## config.mk

```make
export PLATFORM = sky130hd
export DESIGN_NAME = etlf_mul
export DESIGN_NICKNAME = d
export VERILOG_FILES = /design/src/hw/rtl/etlf_pkg.sv /design/src/hw/rtl/etlf_mul.sv
export SDC_FILE = /design/constraint.sdc
export NUM_CORES = 2
export LEC_CHECK = 0
export ABC_AREA = 1
export BUFFER_PORTS_ARGS = -buffer_cell sky130_fd_sc_hd__buf_2
export CAP_MARGIN = 5
export CORE_MARGIN = 5
export CORE_UTILIZATION = 40
export DETAILED_ROUTE_END_ITERATION = 16
export HOLD_SLACK_MARGIN = 0.02
export PLACE_DENSITY = 0.56
export RECOVER_POWER = 50
export SETUP_SLACK_MARGIN = 0.1
export SLEW_MARGIN = 20
export SYNTH_ARGS = -nofsm -noshare
export SYNTH_HDL_FRONTEND = slang
export SYNTH_SLANG_ARGS = --single-unit
```

## constraint.sdc

```tcl
create_clock -name clk -period 7.55 [get_ports clk]
set_input_delay 1.1325 -clock clk [delete_from_list [all_inputs] [get_ports clk]]
set_output_delay 1.1325 -clock clk [all_outputs]
set_load 0.01 [all_outputs]
```

## src/hw/rtl/etlf_pkg.sv

```systemverilog
`timescale 1ns / 1ps
// Shared widths, constants and register indexes of the EMA trend load forecaster.
package etlf_pkg;

    // Field widths
    localparam int SAMPLE_W  = 15;
    localparam int LEVEL_W   = 23;
    localparam int SLOPE_W   = 24;
    localparam int HELD_W    = 6;
    localparam int ALPHA_W   = 16;
    localparam int HORIZON_W = 8;
    localparam int MIN_W     = 6;

    // Configuration port
    localparam int CFG_W     = 16;
    localparam int CFG_IDX_W = 2;

    localparam logic [CFG_IDX_W-1:0] CFG_ALPHA     = 2'd0;
    localparam logic [CFG_IDX_W-1:0] CFG_HORIZON   = 2'd1;
    localparam logic [CFG_IDX_W-1:0] CFG_MIN_TREND = 2'd2;

    localparam logic [ALPHA_W-1:0]   ALPHA_RESET   = 16'd19661;
    localparam logic [HORIZON_W-1:0] HORIZON_RESET = 8'd60;
    localparam logic [MIN_W-1:0]     MIN_RESET     = 6'd10;

    // 100 percent in Q7.8
    localparam int FULL_SCALE = 25600;

    // Shared multiplier: signed operands, full product
    localparam int MUL_W  = 32;
    localparam int PROD_W = 2 * MUL_W;

    // Slope magnitude never reaches 2^23 (256 * full scale bounds it)
    localparam int QUO_W = 23;

    // Forecast sum: level plus slope times horizon, signed
    localparam int FC_W = 34;

endpackage

```

## src/hw/rtl/etlf_mul.sv

```systemverilog
`timescale 1ns / 1ps
// Shared signed multiplier with a registered product.
module etlf_mul (
    input  logic                               clk,
    input  logic signed [etlf_pkg::MUL_W-1:0]  op_a,
    input  logic signed [etlf_pkg::MUL_W-1:0]  op_b,
    output logic signed [etlf_pkg::PROD_W-1:0] prod
);

    logic signed [etlf_pkg::PROD_W-1:0] prod_reg;

    always_ff @(posedge clk)
    begin
        prod_reg <= op_a * op_b;
    end

    assign prod = prod_reg;

endmodule

```

# Yosys cells after proc, flatten, opt, wreduce, memory -nomap -nowiden
# Cells that the tools add are included.
# W data, S select, Z words.
[totals] word_cells=2 mem_bits_rw=0 regBits=64 mem_bits_ro=0 inputBits=65 n_memories=0 latchBits=0 output_inout_bits=64
[classes] mux=0 shifts=0 n_addsub=0 n_eq_ne=0 reduce_logical=0 multipliers=1 n_div=0 magnitude_cmp=0 bitwise_logic=0
[op_table] operator="$mul A32 B32 Y64" count=1

# Depth between registers and ports, before layout
[depth] word_depth=1 mapped_depth=31 ltp_nobuf=30

# Worst setup path after synthesis
# No wires, ideal clock.
[synth_timing] path_kind="input port to flip-flop" from="input port op_a[31] (netlist name)" to="register prod_reg (netlist bit prod[59])" setup_ns=0.113 required_time_ns=7.437 path_slack_ns=-0.227 n_path_buf=1 cell_stages=27 arrival_ns=7.664 path_cell_list="clkbuf_1 nand2_1 inv_1 fa_1 inv_1 fa_1 inv_1 fa_1 fa_1 inv_1 fa_1 inv_1 fa_1 inv_1 fa_1 fa_1 inv_1 ha_1 nand2_2 nor2_1 inv_1 nor2_1 nand2_1 nor3_1 nand2_1 nand4_1 nand2_1"
[synth_via] elab_chain_len=1
[synth_rtl] element="start, declared" line="etlf_mul.sv:5" rtl="input logic signed [etlf_pkg::MUL_W-1:0] op_a,"
[synth_rtl] element="$mul A32 B32 Y64" line="etlf_mul.sv:14" rtl="prod_reg <= op_a * op_b;"
[synth_rtl] element="end signal, assigned" line="etlf_mul.sv:14"
[synth_rtl] element="end, declared" line="etlf_mul.sv:10" rtl="logic signed [etlf_pkg::PROD_W-1:0] prod_reg;"
# No other way between the ends.

# Worst setup path after layout
[layout_timing] from="input port op_a[31] (netlist name)" to="register prod_reg (netlist bit prod[57])"
# The elaborated chain is that of the path after synthesis.

==> flow_metrics.env <==
export IMPL_crit_required_ps=7840
export IMPL_worstSetupEndpointType="register"
export IMPL_num_vias=31749
export IMPL_tightest_slew_ps=698.3
export IMPL_synth_ff_type="dfxtp_1"
export IMPL_finalCritPeriodShare_pct=97.46
export IMPL_grt_max_degree=33
export IMPL_clockBufferDepth=2
export IMPL_syn_cell_area_um2=40200
export IMPL_relSlewSlack_pct=53.45
export IMPL_hold_path_class="in2reg"
export IMPL_drive_gt1_share_pct=15.28
export IMPL_maxClockFrequency_ghz=0.1359
export IMPL_synth_area_per_cell_um2=7.846
export IMPL_run_status="complete, no violations"
export IMPL_multiInputGateArea_um2=32810
export IMPL_wl_um=118300
export IMPL_area_delta_synth_final_pct=17.99
export IMPL_slowest_delay_ps=620
export IMPL_path_common_cell="fa_1"
export IMPL_vias_per_cell=4.638
export IMPL_seq_area_frac_synth_pct=3.187
export IMPL_period_minus_slack_ps=7358
export IMPL_syn_inst=5124
export IMPL_portBuffers=128
export IMPL_initial_core_util_pct=40.20
export IMPL_worst_path_max_delay_cell="fa_2"
export IMPL_fin_nets=6871
export IMPL_track_usage_pct=22.92
export IMPL_clk_pin_slew_ps=70
export IMPL_path_max_fanout=6
export IMPL_dp_hpwl_um=106500
export IMPL_start_kind="primary input"
export IMPL_drv_slew=0
export IMPL_core_area_um2=100000
export IMPL_ios=129
export IMPL_synth_edff_count=0
export IMPL_clock_sinks=64
export IMPL_postSynth_asyncResetShare_pct=0
export IMPL_first_pass_iters=7
export IMPL_h_tree_depth=3
export IMPL_dr_first_iter_drc_count=1844
export IMPL_hold_violations=0
export IMPL_largest_reg_flops=64
export IMPL_ctsHoldBuffers=0
export IMPL_wl_per_cell_um=17.28
export IMPL_ys_ff_latch=64
export IMPL_setup_viol=0
export IMPL_grt_pass1_wl_um=192700
export IMPL_worst_ep_arrival_time_ps=7650
export IMPL_final_seq_area_um2=1281
export IMPL_die_area_um2=107000
export IMPL_die_h_um=327.0
export IMPL_grt_overflow=0
export IMPL_yosys_warnings=0
export IMPL_core_rowCount=116
export IMPL_cts_made_buffers=9
export IMPL_maxCapViolCount=0
export IMPL_fin_cells=6846
export IMPL_synth_cell_types=27
export IMPL_syn_nets=6455
export IMPL_ant_nets=0
export IMPL_die_w_um=327.0
export IMPL_grt_pass1_vias=34525
export IMPL_antenna_found_initial=4
export IMPL_cts_tree="built"
export IMPL_num_fill_cells=9871
export IMPL_dp_cells=6804
export IMPL_drcViolationCount=0
export IMPL_rsz0062_at_grt="true"
export IMPL_clock_root_buffer="clkbuf_16"
export IMPL_place_congestion=0.9422
export IMPL_crit_type="in2reg"
## cell usage in the layout (no fill, tap or decap), drive strengths merged
master	n
inv	1699
nand2	1525
fa	1082
buf	524
ha	184
nor2	127
clkbuf	83
nand3	79
dfxtp	64
a21oi	63
xor2	31
o21ai	21
nor3	16
nand4	13
o21bai	8
or2	7
nand3b	6
clkinvlp	4
diode	3
xnor2	3
a21o	2
bufinv	2
o21a	1
clkinv	1
## path summary, 6_finish.rpt
check | from | endpoint | slack [ps] | depth (start not counted)
min | op_b[0] | prod[0] | 1330 | 4
max | op_a[31] | prod[57] | 190 | 29
## logic make-up after synthesis
| logic type | Yosys count | share of synthesized area [%] |
|---|---|---|
| adders and majority gates | 1266 | 59.60 |
| buffers and inverters | 1892 | 17.66 |
| and+or+nand+nor | 1773 | 17.55 |
| DFF | 64 | 3.187 |
| xor gates and xnor gates | 34 | 0.7407 |
| AOI/OAI and AO/OA | 95 | 1.260 |
## per-stage QoR
step	hold WS [ps]	worst slack, ps	TNS, ps	area (um^2)	utilization, %
detailed placement	1528	-328.1	-8553	46000	46.00
global placement	1529	-345.4	-8172	46000	46.00
floorplan	1230	55.23	0	40390	-
CTS	1335	101.8	0	46380	46.38
finish	1333	191.7	0	47440	47.44
global route	1359	-71.29	-314.2	47430	47.43
## final cells by class
cell class	instances	share of cell area (%)
Antenna cell	3	0.01583
Clock buffer	10	0.4827
Clock inverter	6	0.1952
Inverter	1700	13.47
Multi-Input combinational cell	3168	69.16
Sequential cell	64	2.701
Tap cell	1298	3.424
Timing Repair Buffer	597	10.55
## worst max-delay path, delay by kind of cell
kind,cells,cell delay [ps]
adders and majority gates,9,4530
buffers and inverters,10,980
and+or+nand+nor,10,1000
## Yosys cell counts (7+ instances only)
cell,number,area share [%]
a21oi_1,62,0.77
clkbuf_1,192,1.8
dfxtp_1,64,3.2
fa_1,1082,54
ha_1,184,5.7
inv_1,1692,16
inv_2,8,0.075
nand2_1,1504,14
nand2_2,21,0.33
nand3_1,73,0.91
nand4_1,13,0.20
nor2_1,93,0.87
nor2_2,31,0.48
nor3_1,11,0.14
o21ai_0,17,0.21
o21bai_1,8,0.15
or2_2,7,0.11
xor2_1,31,0.68
## metal layers
layer  vias to the layer above  global-route usage, %  share of wire (%)  wire length, um
met4                         2                  4.324                2.3             2693
li1                      14774                      -                  -                -
met1                     16084                  31.47                 43            51010
met3                       128                  2.281                5.1             5990
met2                       761                  39.99                 50            58620
met5                         -                      0             0.0093               11
## repair_timing
action,in CTS,in global routing
pin swaps,1,71
gates resized for setup,11,268
gates cloned,0,2
setup endpoints to repair,12,44
setup buffers,0,21
Power is left out: the tool's default activity adds up to more than one toggle a clock period on the data nets, which glitch-free logic cannot reach.
