`src/hw/rtl/etlf_pkg.sv`:
```
`timescale 1ns / 1ps
// Shared widths, constants and register indexes of the EMA trend load forecaster.
package etlf_pkg;

    // Field widths
    localparam int SAMPLE_W  = 15;
    localparam int LEVEL_W   = 23;
    localparam int SLOPE_W   = 24;
    localparam int HELD_W    = 6;
    localparam int ALPHA_W   = 16;
    localparam int HORIZON_W = 8;
    localparam int MIN_W     = 6;

    // Configuration port
    localparam int CFG_W     = 16;
    localparam int CFG_IDX_W = 2;

    localparam logic [CFG_IDX_W-1:0] CFG_ALPHA     = 2'd0;
    localparam logic [CFG_IDX_W-1:0] CFG_HORIZON   = 2'd1;
    localparam logic [CFG_IDX_W-1:0] CFG_MIN_TREND = 2'd2;

    localparam logic [ALPHA_W-1:0]   ALPHA_RESET   = 16'd19661;
    localparam logic [HORIZON_W-1:0] HORIZON_RESET = 8'd60;
    localparam logic [MIN_W-1:0]     MIN_RESET     = 6'd10;

    // 100 percent in Q7.8
    localparam int FULL_SCALE = 25600;

    // Shared multiplier: signed operands, full product
    localparam int MUL_W  = 32;
    localparam int PROD_W = 2 * MUL_W;

    // Slope magnitude never reaches 2^23 (256 * full scale bounds it)
    localparam int QUO_W = 23;

    // Forecast sum: level plus slope times horizon, signed
    localparam int FC_W = 34;

endpackage

```
`src/hw/rtl/etlf_div.sv`:
```
`timescale 1ns / 1ps
// Restoring divider: one quotient bit per cycle, quotient known to fit QUO_W bits.
module etlf_div #(
    parameter int DVD_W = 50,
    parameter int DVS_W = 28
) (
    input  logic                             clk,
    input  logic                             rst_n,
    input  logic                             start,
    input  logic [DVD_W-1:0]                 dividend,
    input  logic [DVS_W-1:0]                 divisor,
    output logic                             busy,
    output logic [etlf_pkg::QUO_W-1:0]       quotient
);

    localparam int Q_W   = etlf_pkg::QUO_W;
    localparam int SH_W  = DVS_W + Q_W;
    localparam int W     = (DVD_W > SH_W) ? DVD_W : SH_W;
    localparam int CNT_W = $clog2(Q_W);

    logic             busy_reg;
    logic [CNT_W-1:0] cnt_reg;
    logic [W-1:0]     rem_reg;
    logic [W-1:0]     dsh_reg;
    logic [Q_W-1:0]   quo_reg;
    logic             fits;

    assign fits = (rem_reg >= dsh_reg);

    always_ff @(posedge clk or negedge rst_n)
    begin
        if (!rst_n)
        begin
            busy_reg <= 1'b0;
            cnt_reg  <= '0;
        end
        else if (start)
        begin
            busy_reg <= 1'b1;
            cnt_reg  <= CNT_W'(Q_W - 1);
        end
        else if (busy_reg)
        begin
            if (cnt_reg == '0)
            begin
                busy_reg <= 1'b0;
            end
            else
            begin
                cnt_reg <= cnt_reg - CNT_W'(1);
            end
        end
    end

    // Shift the divisor down one place a step; subtract where it fits.
    always_ff @(posedge clk)
    begin
        if (start)
        begin
            rem_reg <= W'(dividend);
            dsh_reg <= W'(divisor) << (Q_W - 1);
            quo_reg <= '0;
        end
        else if (busy_reg)
        begin
            if (fits)
            begin
                rem_reg <= rem_reg - dsh_reg;
            end
            dsh_reg <= dsh_reg >> 1;
            quo_reg <= {quo_reg[Q_W-2:0], fits};
        end
    end

    assign busy     = busy_reg;
    assign quotient = quo_reg;

endmodule

```
`config.mk`:
```
export PLATFORM = sky130hd
export DESIGN_NAME = etlf_div
export DESIGN_NICKNAME = d
export VERILOG_FILES = /design/src/hw/rtl/etlf_pkg.sv /design/src/hw/rtl/etlf_div.sv
export SDC_FILE = /design/constraint.sdc
export NUM_CORES = 1
export LEC_CHECK = 0
export BUFFER_PORTS_ARGS = -buffer_cell sky130_fd_sc_hd__buf_2
export CORE_MARGIN = 2
export CORE_UTILIZATION = 55
export CTS_CLUSTER_SIZE = 10
export DETAILED_ROUTE_END_ITERATION = 8
export HOLD_SLACK_MARGIN = 0.15
export MAX_ROUTING_LAYER = met4
export PLACE_DENSITY = 0.75
export SYNTH_ARGS = -nofsm -noshare
export SYNTH_HDL_FRONTEND = slang
export SYNTH_SLANG_ARGS = --single-unit
```
`constraint.sdc`:
```
create_clock -name clk -period 8.05 [get_ports clk]
set_input_delay 0.4025 -clock clk [delete_from_list [all_inputs] [get_ports clk]]
set_output_delay 0.4025 -clock clk [all_outputs]
set_load 0.01 [all_outputs]
```
# Yosys cells after proc, flatten, opt, wreduce, memory -nomap -nowiden
# Cells that the tools add are included.
# Widths: inputs -> output; s select.
classes:
  add_sub_neg: 2
  mux: 11
  eq_ne: 1
  n_reduce_logical: 6
  n_lt_le_gt_ge: 1
ops:
  columns: ["op", "n"]
  rows:
  - ["$mux 50", 5]
  - ["$ge 51x50->1", 1]
  - ["$sub 51x50->51", 1]
  - ["$mux 5", 3]
  - ["$reduce_and 2->1", 3]
  - ["$logic_not 5->1", 1]
  - ["$sub 5x1->5 const B", 1]
  - ["$reduce_bool 2->1", 2]
  - ["$mux 1", 3]
  - ["$ne 2x2->1 const B", 1]
word_totals:
  ff_bits: 130

# Depth between registers and ports, before layout
# Gate-level depths: netlist (run 1).
depth:
  ltp_word: 4
  depth_mapped: 13
  depth_no_buf: 13

# Least setup slack after synthesis (run 1)
# OpenSTA, ideal clock, no wires.
synth_timing:
  path_type: "reg2reg"
  from: "reg rem_reg[10]"
  to: "reg rem_reg[0] (enable)"
  setup_slack_ps: 4454
  path_stages_with_launch: 11
  path_buffers: 1
  t_arrival_ps: 2998
  required_time_ps: 7453
  cell_sequence: "edfxtp_1 -> ha_1 -> buf_6 -> and4_1 -> a2bb2oi_1 -> o211a_1 -> o31ai_4 -> a2111o_1 -> a21oi_4 -> o21ba_4 -> nand2_1"
synth_via:
  elab_chain_len: 3
synth_rtl:
  columns: ["item", "line_no", "rtl"]
  rows:
  - ["start, declared", "etlf_div.sv:23", "logic [W-1:0] rem_reg;"]
  - ["start signal, assigned", "etlf_div.sv:60", "rem_reg <= W'(dividend);"]
  - ["start signal, assigned", "etlf_div.sv:68", "rem_reg <= rem_reg - dsh_reg;"]
  - ["$ge 51x50->1", "etlf_div.sv:28", "assign fits = (rem_reg >= dsh_reg);"]
  - ["$reduce_bool 2->1 (no line)", null, null]
  - ["$reduce_and 2->1 (no line)", null, null]
# Every way passes these cells.
# A chain may end at the register's enable or synchronous reset.

# Worst setup path in the final report (run 1)
layout_timing:
  from: "reg dsh_reg[4]"
  to: "reg rem_reg[46] (enable)"
layout_via:
  elab_chain_len: 3
layout_rtl:
  columns: ["item", "line_no", "rtl"]
  rows:
  - ["start, declared", "etlf_div.sv:24", "logic [W-1:0] dsh_reg;"]
  - ["start signal, assigned", "etlf_div.sv:61", "dsh_reg <= W'(divisor) << (Q_W - 1);"]
  - ["start signal, assigned", "etlf_div.sv:70", "dsh_reg <= dsh_reg >> 1;"]
  - ["$ge 51x50->1", "etlf_div.sv:28", null]
  - ["$reduce_bool 2->1 (no line)", null, null]
  - ["$reduce_and 2->1 (no line)", null, null]
# Every way passes these cells.

==> metrics.txt, run 1 <==
clk_lat worst skew about 0.43 ns; first-pass GRT wire length 33.0 mm; CTS tree yes; Via density 5.75; TritonCTS buffer count 17; Max Slew Vio Count 0; crit-path most repeated cell nand2_2; Post-CTS Setup Inserts 0; highest clock rate ~0.3 GHz; drt initial violations about 490; Mapped Area 8540 sq um; Placed Cells about 1200; Crit Path Max Fanout 50; fin crit period about 3.4 ns; placed standard-cell area a little over 9000 sq um; clock buffer depth 2; critical path arrival between 3 and 4 ns; ys async rst share 4.62%; Core ar. ~15000 sq um; max_slew headroom between 30% and 40%; hpwl dp 14.1 mm; CTS resizes 0; grt ovf 0; post-route setup TNS 0 ns; CTS Root Cell clkbuf_16; Total GRT Usage roughly 26%; clk_skew around 0.010 ns; Hold WC Path Type primary input to flop; kind of critical path flop to flop; die footprint roughly 17000 sq um; final hold vios 0; RSZ-0062 raised after global routing no; status completed; DR pass1 iterations 5; row count 45; max-cap viol count 0; CTS Sinks between 100 and 150; post-synthesis sequential element count 130; vias in the first global route roughly 6800; filler cell count roughly 1400; leakage between 4 and 5 nW; die height 129 um; Design Area, Final roughly 9700 sq um; CTS H-tree depth 4; Synth cell types 78; Post-Place Setup Slack 4.73 ns; measured slew at the worst slew-check pin 0.983 ns; Commonest cells post-synth nand2_1 (142), o21ai_0 (89), edfxtp_1 (78); DRC violations left 0; post-synth top area share a little over a quarter; Synth Net Count between 1000 and 1500; pwr/cell area between 300 and 400 nW/um^2; Worst path top cell family by delay compound AO/OA/AOI/OAI gates; Initial Util 56.2%; number of synthesized flops with an enable pin slightly below 80; Mapped Cells around 960; area delta synth->final 13.6%; Final nets 1170; ANT cells 0; leading area contributor after synthesis edfxtp_1; antenna-violating nets left 0; Crit path required time just over 8 ns; # setup viols final 0; WL/cell 16.2 um; routed via count 7109; Slowest Stage Delay on Critical Path 0.60 ns; Placer Congestion between 0.9 and 1; Reg clk slew, reported paths around 0.06 ns; Synth Flop Type edfxtp_1; total power ~3.7 mW; Largest register FFs 51; PortBufs between 100 and 150; layout cells sized above 1 roughly 15%; Avg Inst Size Synth a little under 9 sq um; top cells by area, synth edfxtp_1 (27%), dfxtp_1 (11%), ha_1 (7.6%); antenna violations before repair 0; final critical-path setup slack approximately 4.6 ns; WHS roughly 0.26 ns; CP bufs+invs 2; Synthesis Warnings 0; Max IR drop VDD 194 uV; Boundary Pins approximately 110; CP Launch Type flop; fin crit share a little over two fifths; CP endpoint kind flop; hold_buf cts 1; largest net degree at the start of global routing about 110; Finished Core Util approximately 64%; Routed WL 20.0 mm; register area about 3400 sq um; sequential element share of the synthesized area between 30% and 40%; area occupied by multi-input gates between 4000 and 5000 sq um; Finished Layout Cells about 1200; crit-path cells inv_1, ha_1, nand2_2, a211oi_2, nor2b_2, o31ai_4, a2111o_1, a21oi_4, o21ba_4, nand2_2, buf_4; Worst path slowest cell buf_4; top-count cell post-synth nand2_1; Die X approximately 130 um
final cells by class:
type	instances	area share [%]
flip-flops and latches	130	35.2
well taps	188	2.43
inverters	67	2.59
multi-input cells	712	47.9
clock buffers	18	4.43
repair buffers	108	5.77
clock inverters	14	1.68
final timing paths:
check	endpoint	startpoint	cells past startpoint	slack, ns
max	rem_reg[46]$_DFFE_PP_	dsh_reg[4]$_SDFFE_PP0P_	11	4.62
min	dsh_reg[28]$_DFFE_PP_	divisor[6]	3	0.26
max reg2reg	rem_reg[46]$_DFFE_PP_	dsh_reg[4]$_SDFFE_PP0P_	11	4.62
min reg2reg	quotient[22]$_SDFFE_PP0P_	quotient[22]$_SDFFE_PP0P_	2	0.49
max in group asynchronous	busy$_DFF_PN0_	rst_n	2	7.53
min in group asynchronous	cnt_reg[1]$_DFFE_PN0P_	rst_n	2	0.35
routing by layer:
metal	global-route usage (%)	up-vias	routed length, um
li1	-	3561	-
met1	33.1	3339	9150
met2	42.0	182	9570
met3	4.07	27	907
met4	8.50	0	384
met5	-	-	0
power breakdown:
part | switching, mW | internal, mW | leakage (nW)
Clock | 0.297 | 0.485 | 0.284
Sequential | 0.0641 | 0.932 | 1.27
Combinational | 1.16 | 0.782 | 2.93
Total | 1.52 | 2.20 | 4.48
cell families after synthesis:
kind of cell / count (synthesis) / share of synthesized area, %
compound gates: 270 / 20.4
xor+xnor: 49 / 5.03
fa+ha+maj: 53 / 7.86
buf+inv: 120 / 5.67
flops: 130 / 40.0
mux: 47 / 5.60
simple gates: 293 / 15.5
worst min-delay path: stages:
cell	delay (ns)
buf_2	0.07
nand2_1	0.04
o21ai_0	0.06
cells in the final DEF (no fill, tap or decap), types with 44 or more instances in the layout:
master and n:
o21ai_0 89, nor2_1 74, inv_1 66, ha_1 52
mux2i_1 44, edfxtp_1 78, buf_2 103, nand2_1 141
dfxtp_1 46, a21oi_1 57
No activity file was read; power rests on OpenSTA's default activity.
==> inputs of run 2 (changes only) <==
--- a/config.mk
+++ b/config.mk
@@ -7,12 +7,12 @@
 export LEC_CHECK = 0
 export BUFFER_PORTS_ARGS = -buffer_cell sky130_fd_sc_hd__buf_2
 export CORE_MARGIN = 2
-export CORE_UTILIZATION = 55
+export CORE_UTILIZATION = 54
 export CTS_CLUSTER_SIZE = 10
 export DETAILED_ROUTE_END_ITERATION = 8
 export HOLD_SLACK_MARGIN = 0.15
 export MAX_ROUTING_LAYER = met4
-export PLACE_DENSITY = 0.75
+export PLACE_DENSITY = 0.77
 export SYNTH_ARGS = -nofsm -noshare
 export SYNTH_HDL_FRONTEND = slang
 export SYNTH_SLANG_ARGS = --single-unit
==> constraint.sdc (replaced) <==
create_clock -name clk -period 2.8 [get_ports clk]
set_input_delay 0.14 -clock clk [delete_from_list [all_inputs] [get_ports clk]]
set_output_delay 0.14 -clock clk [all_outputs]
set_load 0.01 [all_outputs]
==> metrics.txt, run 2 (synthesis results as in run 1) <==
status complete, but fails checks (was completed); failing checks negative setup slack; most frequent cells in the layout nand2_1 (140), buf_4 (110), buf_2 (103) (was nand2_1 (141), buf_2 (103), o21ai_0 (89)); Largest register FFs 51 (unchanged); PortBufs 104 (unchanged); Core ar. 15300 sq um (was 15200 sq um); first-pass GRT wire length 38.2 mm (was 33.0 mm); measured slew at the worst slew-check pin 0.741 ns (was 0.983 ns); CP bufs+invs 2 (unchanged); Boundary Pins 105 (unchanged); leakage 5.59 nW (was 4.48 nW); fin crit share 102% (was 42.6%); CTS H-tree depth 4 (unchanged); antenna violations before repair 0 (unchanged); Routed WL 25.4 mm (was 20.0 mm); Crit path required time 2.98 ns (was 8.10 ns); Max IR drop VDD 653 uV (was 194 uV); pwr/cell area 1110 nW/um^2 (was 383 nW/um^2); drt initial violations 603 (was 492); fin crit period 2.86 ns (was 3.43 ns); Design Area, Final 12100 sq um (was 9700 sq um); Finished Layout Cells 1462 (was 1237); layout cells sized above 1 28.5% (was 15.4%); CTS Root Cell clkbuf_16 (unchanged); Worst path top cell family by delay compound AO/OA/AOI/OAI gates (unchanged); Initial Util 55.7% (was 56.2%); die footprint 16800 sq um (was 16500 sq um); Post-Place Setup Slack -0.120 ns (was 4.73 ns); # setup viols final 52 (was 0); CP endpoint kind flop (unchanged); Total GRT Usage 29.7% (was 25.8%); max-cap viol count 0 (unchanged); WHS 0.197 ns (was 0.255 ns); critical path arrival 3.05 ns (was 3.48 ns); hpwl dp 15.6 mm (was 14.1 mm); final hold vios 0 (unchanged); clk_lat worst skew 0.43 ns (about the same); RSZ-0062 raised after global routing yes (was no); Die X 130 um (was 129 um); total power 13.5 mW (was 3.72 mW); clock buffer depth 2 (unchanged); clk_skew 0.00879 ns (was 0.0104 ns); row count 45 (unchanged); Slowest Stage Delay on Critical Path 0.44 ns (was 0.60 ns); crit-path cells ha_4, buf_6, a21oi_4, o21ai_2, nor4_4, nor3b_2, a2111o_1, a21oi_4, o21ba_4, nand2_8, clkbuf_16 (was inv_1, ha_1, nand2_2, a211oi_2, nor2b_2, o31ai_4, a2111o_1, a21oi_4, o21ba_4, nand2_2, buf_4); TritonCTS buffer count 17 (unchanged); grt ovf 0 (unchanged); DR pass1 iterations 7 (was 5); DRC violations left 0 (unchanged); max_slew headroom 50.6% (was 33.6%); filler cell count 983 (was 1355); vias in the first global route 8106 (was 6847); Via density 5.67 (was 5.75); area delta synth->final 42.0% (was 13.6%); Placed Cells 1335 (was 1204); CTS tree yes (unchanged); CTS Sinks 130 (unchanged); Finished Core Util 79.2% (was 63.8%); most common cell after layout, fill and taps aside nand2_1 (unchanged); post-route setup TNS -2.22 ns (was 0 ns); Reg clk slew, reported paths 0.06 ns (about the same); antenna-violating nets left 0 (unchanged); kind of critical path flop to flop (unchanged); Hold WC Path Type primary input to flop (unchanged); Crit Path Max Fanout 7 (was 50); WL/cell 17.4 um (was 16.2 um); CP Launch Type flop (unchanged); largest net degree at the start of global routing 110 (was 108); placed standard-cell area 9990 sq um (was 9090 sq um); Max Slew Vio Count 0 (unchanged); Placer Congestion 0.928 (was 0.959); Final nets 1372 (was 1170); routed via count 8287 (was 7109); final critical-path setup slack -0.0611 ns (was 4.62 ns); crit-path most repeated cell a21oi_4 (was nand2_2); die height 130 um (was 129 um); Worst path slowest cell a2111o_1 (was buf_4); highest clock rate 0.350 GHz (was 0.292 GHz); ANT cells 0 (unchanged)
run 2: cell count changes in the layout (fill, tap and decap cells not counted), sizes merged, moves of 3 or more:
cell,delta
dlygate4sd3,+78
clkbuf,+8
buf,+121
clkinvlp,-3
run 2: what timing repair did:
| action | in CTS | in global routing |
|---|---|---|
| gates cloned | 0 | 5 |
| gates resized for setup | 30 | 78 |
| setup buffers | 3 | 8 |
| hold buffers | 79 | 0 |
| pin swaps | 18 | 37 |
| setup endpoints to repair | 68 | 76 |
| hold endpoints to repair | 83 | 0 |
run 2: area by class of cell:
| cell class | instances | area (sq um) | share of cell area [%] |
|---|---|---|---|
| Clock buffer | 23 | 532 | 4.39 |
| Tap cell | 211 | 264 | 2.18 |
| Timing Repair Buffer | 310 | 2420 | 19.9 |
| Inverter | 67 | 251 | 2.07 |
| Clock inverter | 9 | 87.6 | 0.722 |
| Multi-Input combinational cell | 712 | 5150 | 42.5 |
| Sequential cell | 130 | 3420 | 28.2 |
run 2: worst reg2reg max path, stage by stage (launching register included):
cell       delay [ns]
edfxtp_1         0.41
ha_4             0.25
buf_6            0.12
a21oi_4          0.13
o21ai_2          0.09
nor4_4           0.32
nor3b_2          0.10
a2111o_1         0.45
a21oi_4          0.22
o21ba_4          0.21
nand2_8          0.12
clkbuf_16        0.21
run 2: final timing paths:
| kind | start | slack, ns | cells past startpoint | endpoint |
|---|---|---|---|---|
| max | rem_reg[18]$_DFFE_PP_ | -0.06 | 11 | rem_reg[39]$_DFFE_PP_ |
| min | dividend[47] | 0.20 | 3 | rem_reg[47]$_DFFE_PP_ |
| max reg2reg | rem_reg[18]$_DFFE_PP_ | -0.06 | 11 | rem_reg[39]$_DFFE_PP_ |
| min reg2reg | quotient[0]$_SDFFE_PP0P_ | 0.49 | 2 | quotient[0]$_SDFFE_PP0P_ |
| max in group asynchronous | rst_n | 1.90 | 3 | busy$_DFF_PN0_ |
| min in group asynchronous | rst_n | 0.65 | 3 | cnt_reg[0]$_DFFE_PN0P_ |
run 2: routing by layer:
metal | track usage [%] | vias to the layer above | routed length, um
li1 | - | 3963 | -
met1 | 34.6 | 3939 | 10300
met2 | 52.1 | 323 | 13000
met3 | 5.21 | 62 | 1360
met4 | 9.49 | 0 | 681
met5 | - | - | 0
run 2: where the power goes:
| part | internal [mW] | switching (mW) |
|---|---|---|
| logic | 3.95 | 4.28 |
| clock network | 1.44 | 0.881 |
| registers | 2.68 | 0.239 |
| total | 8.06 | 5.40 |
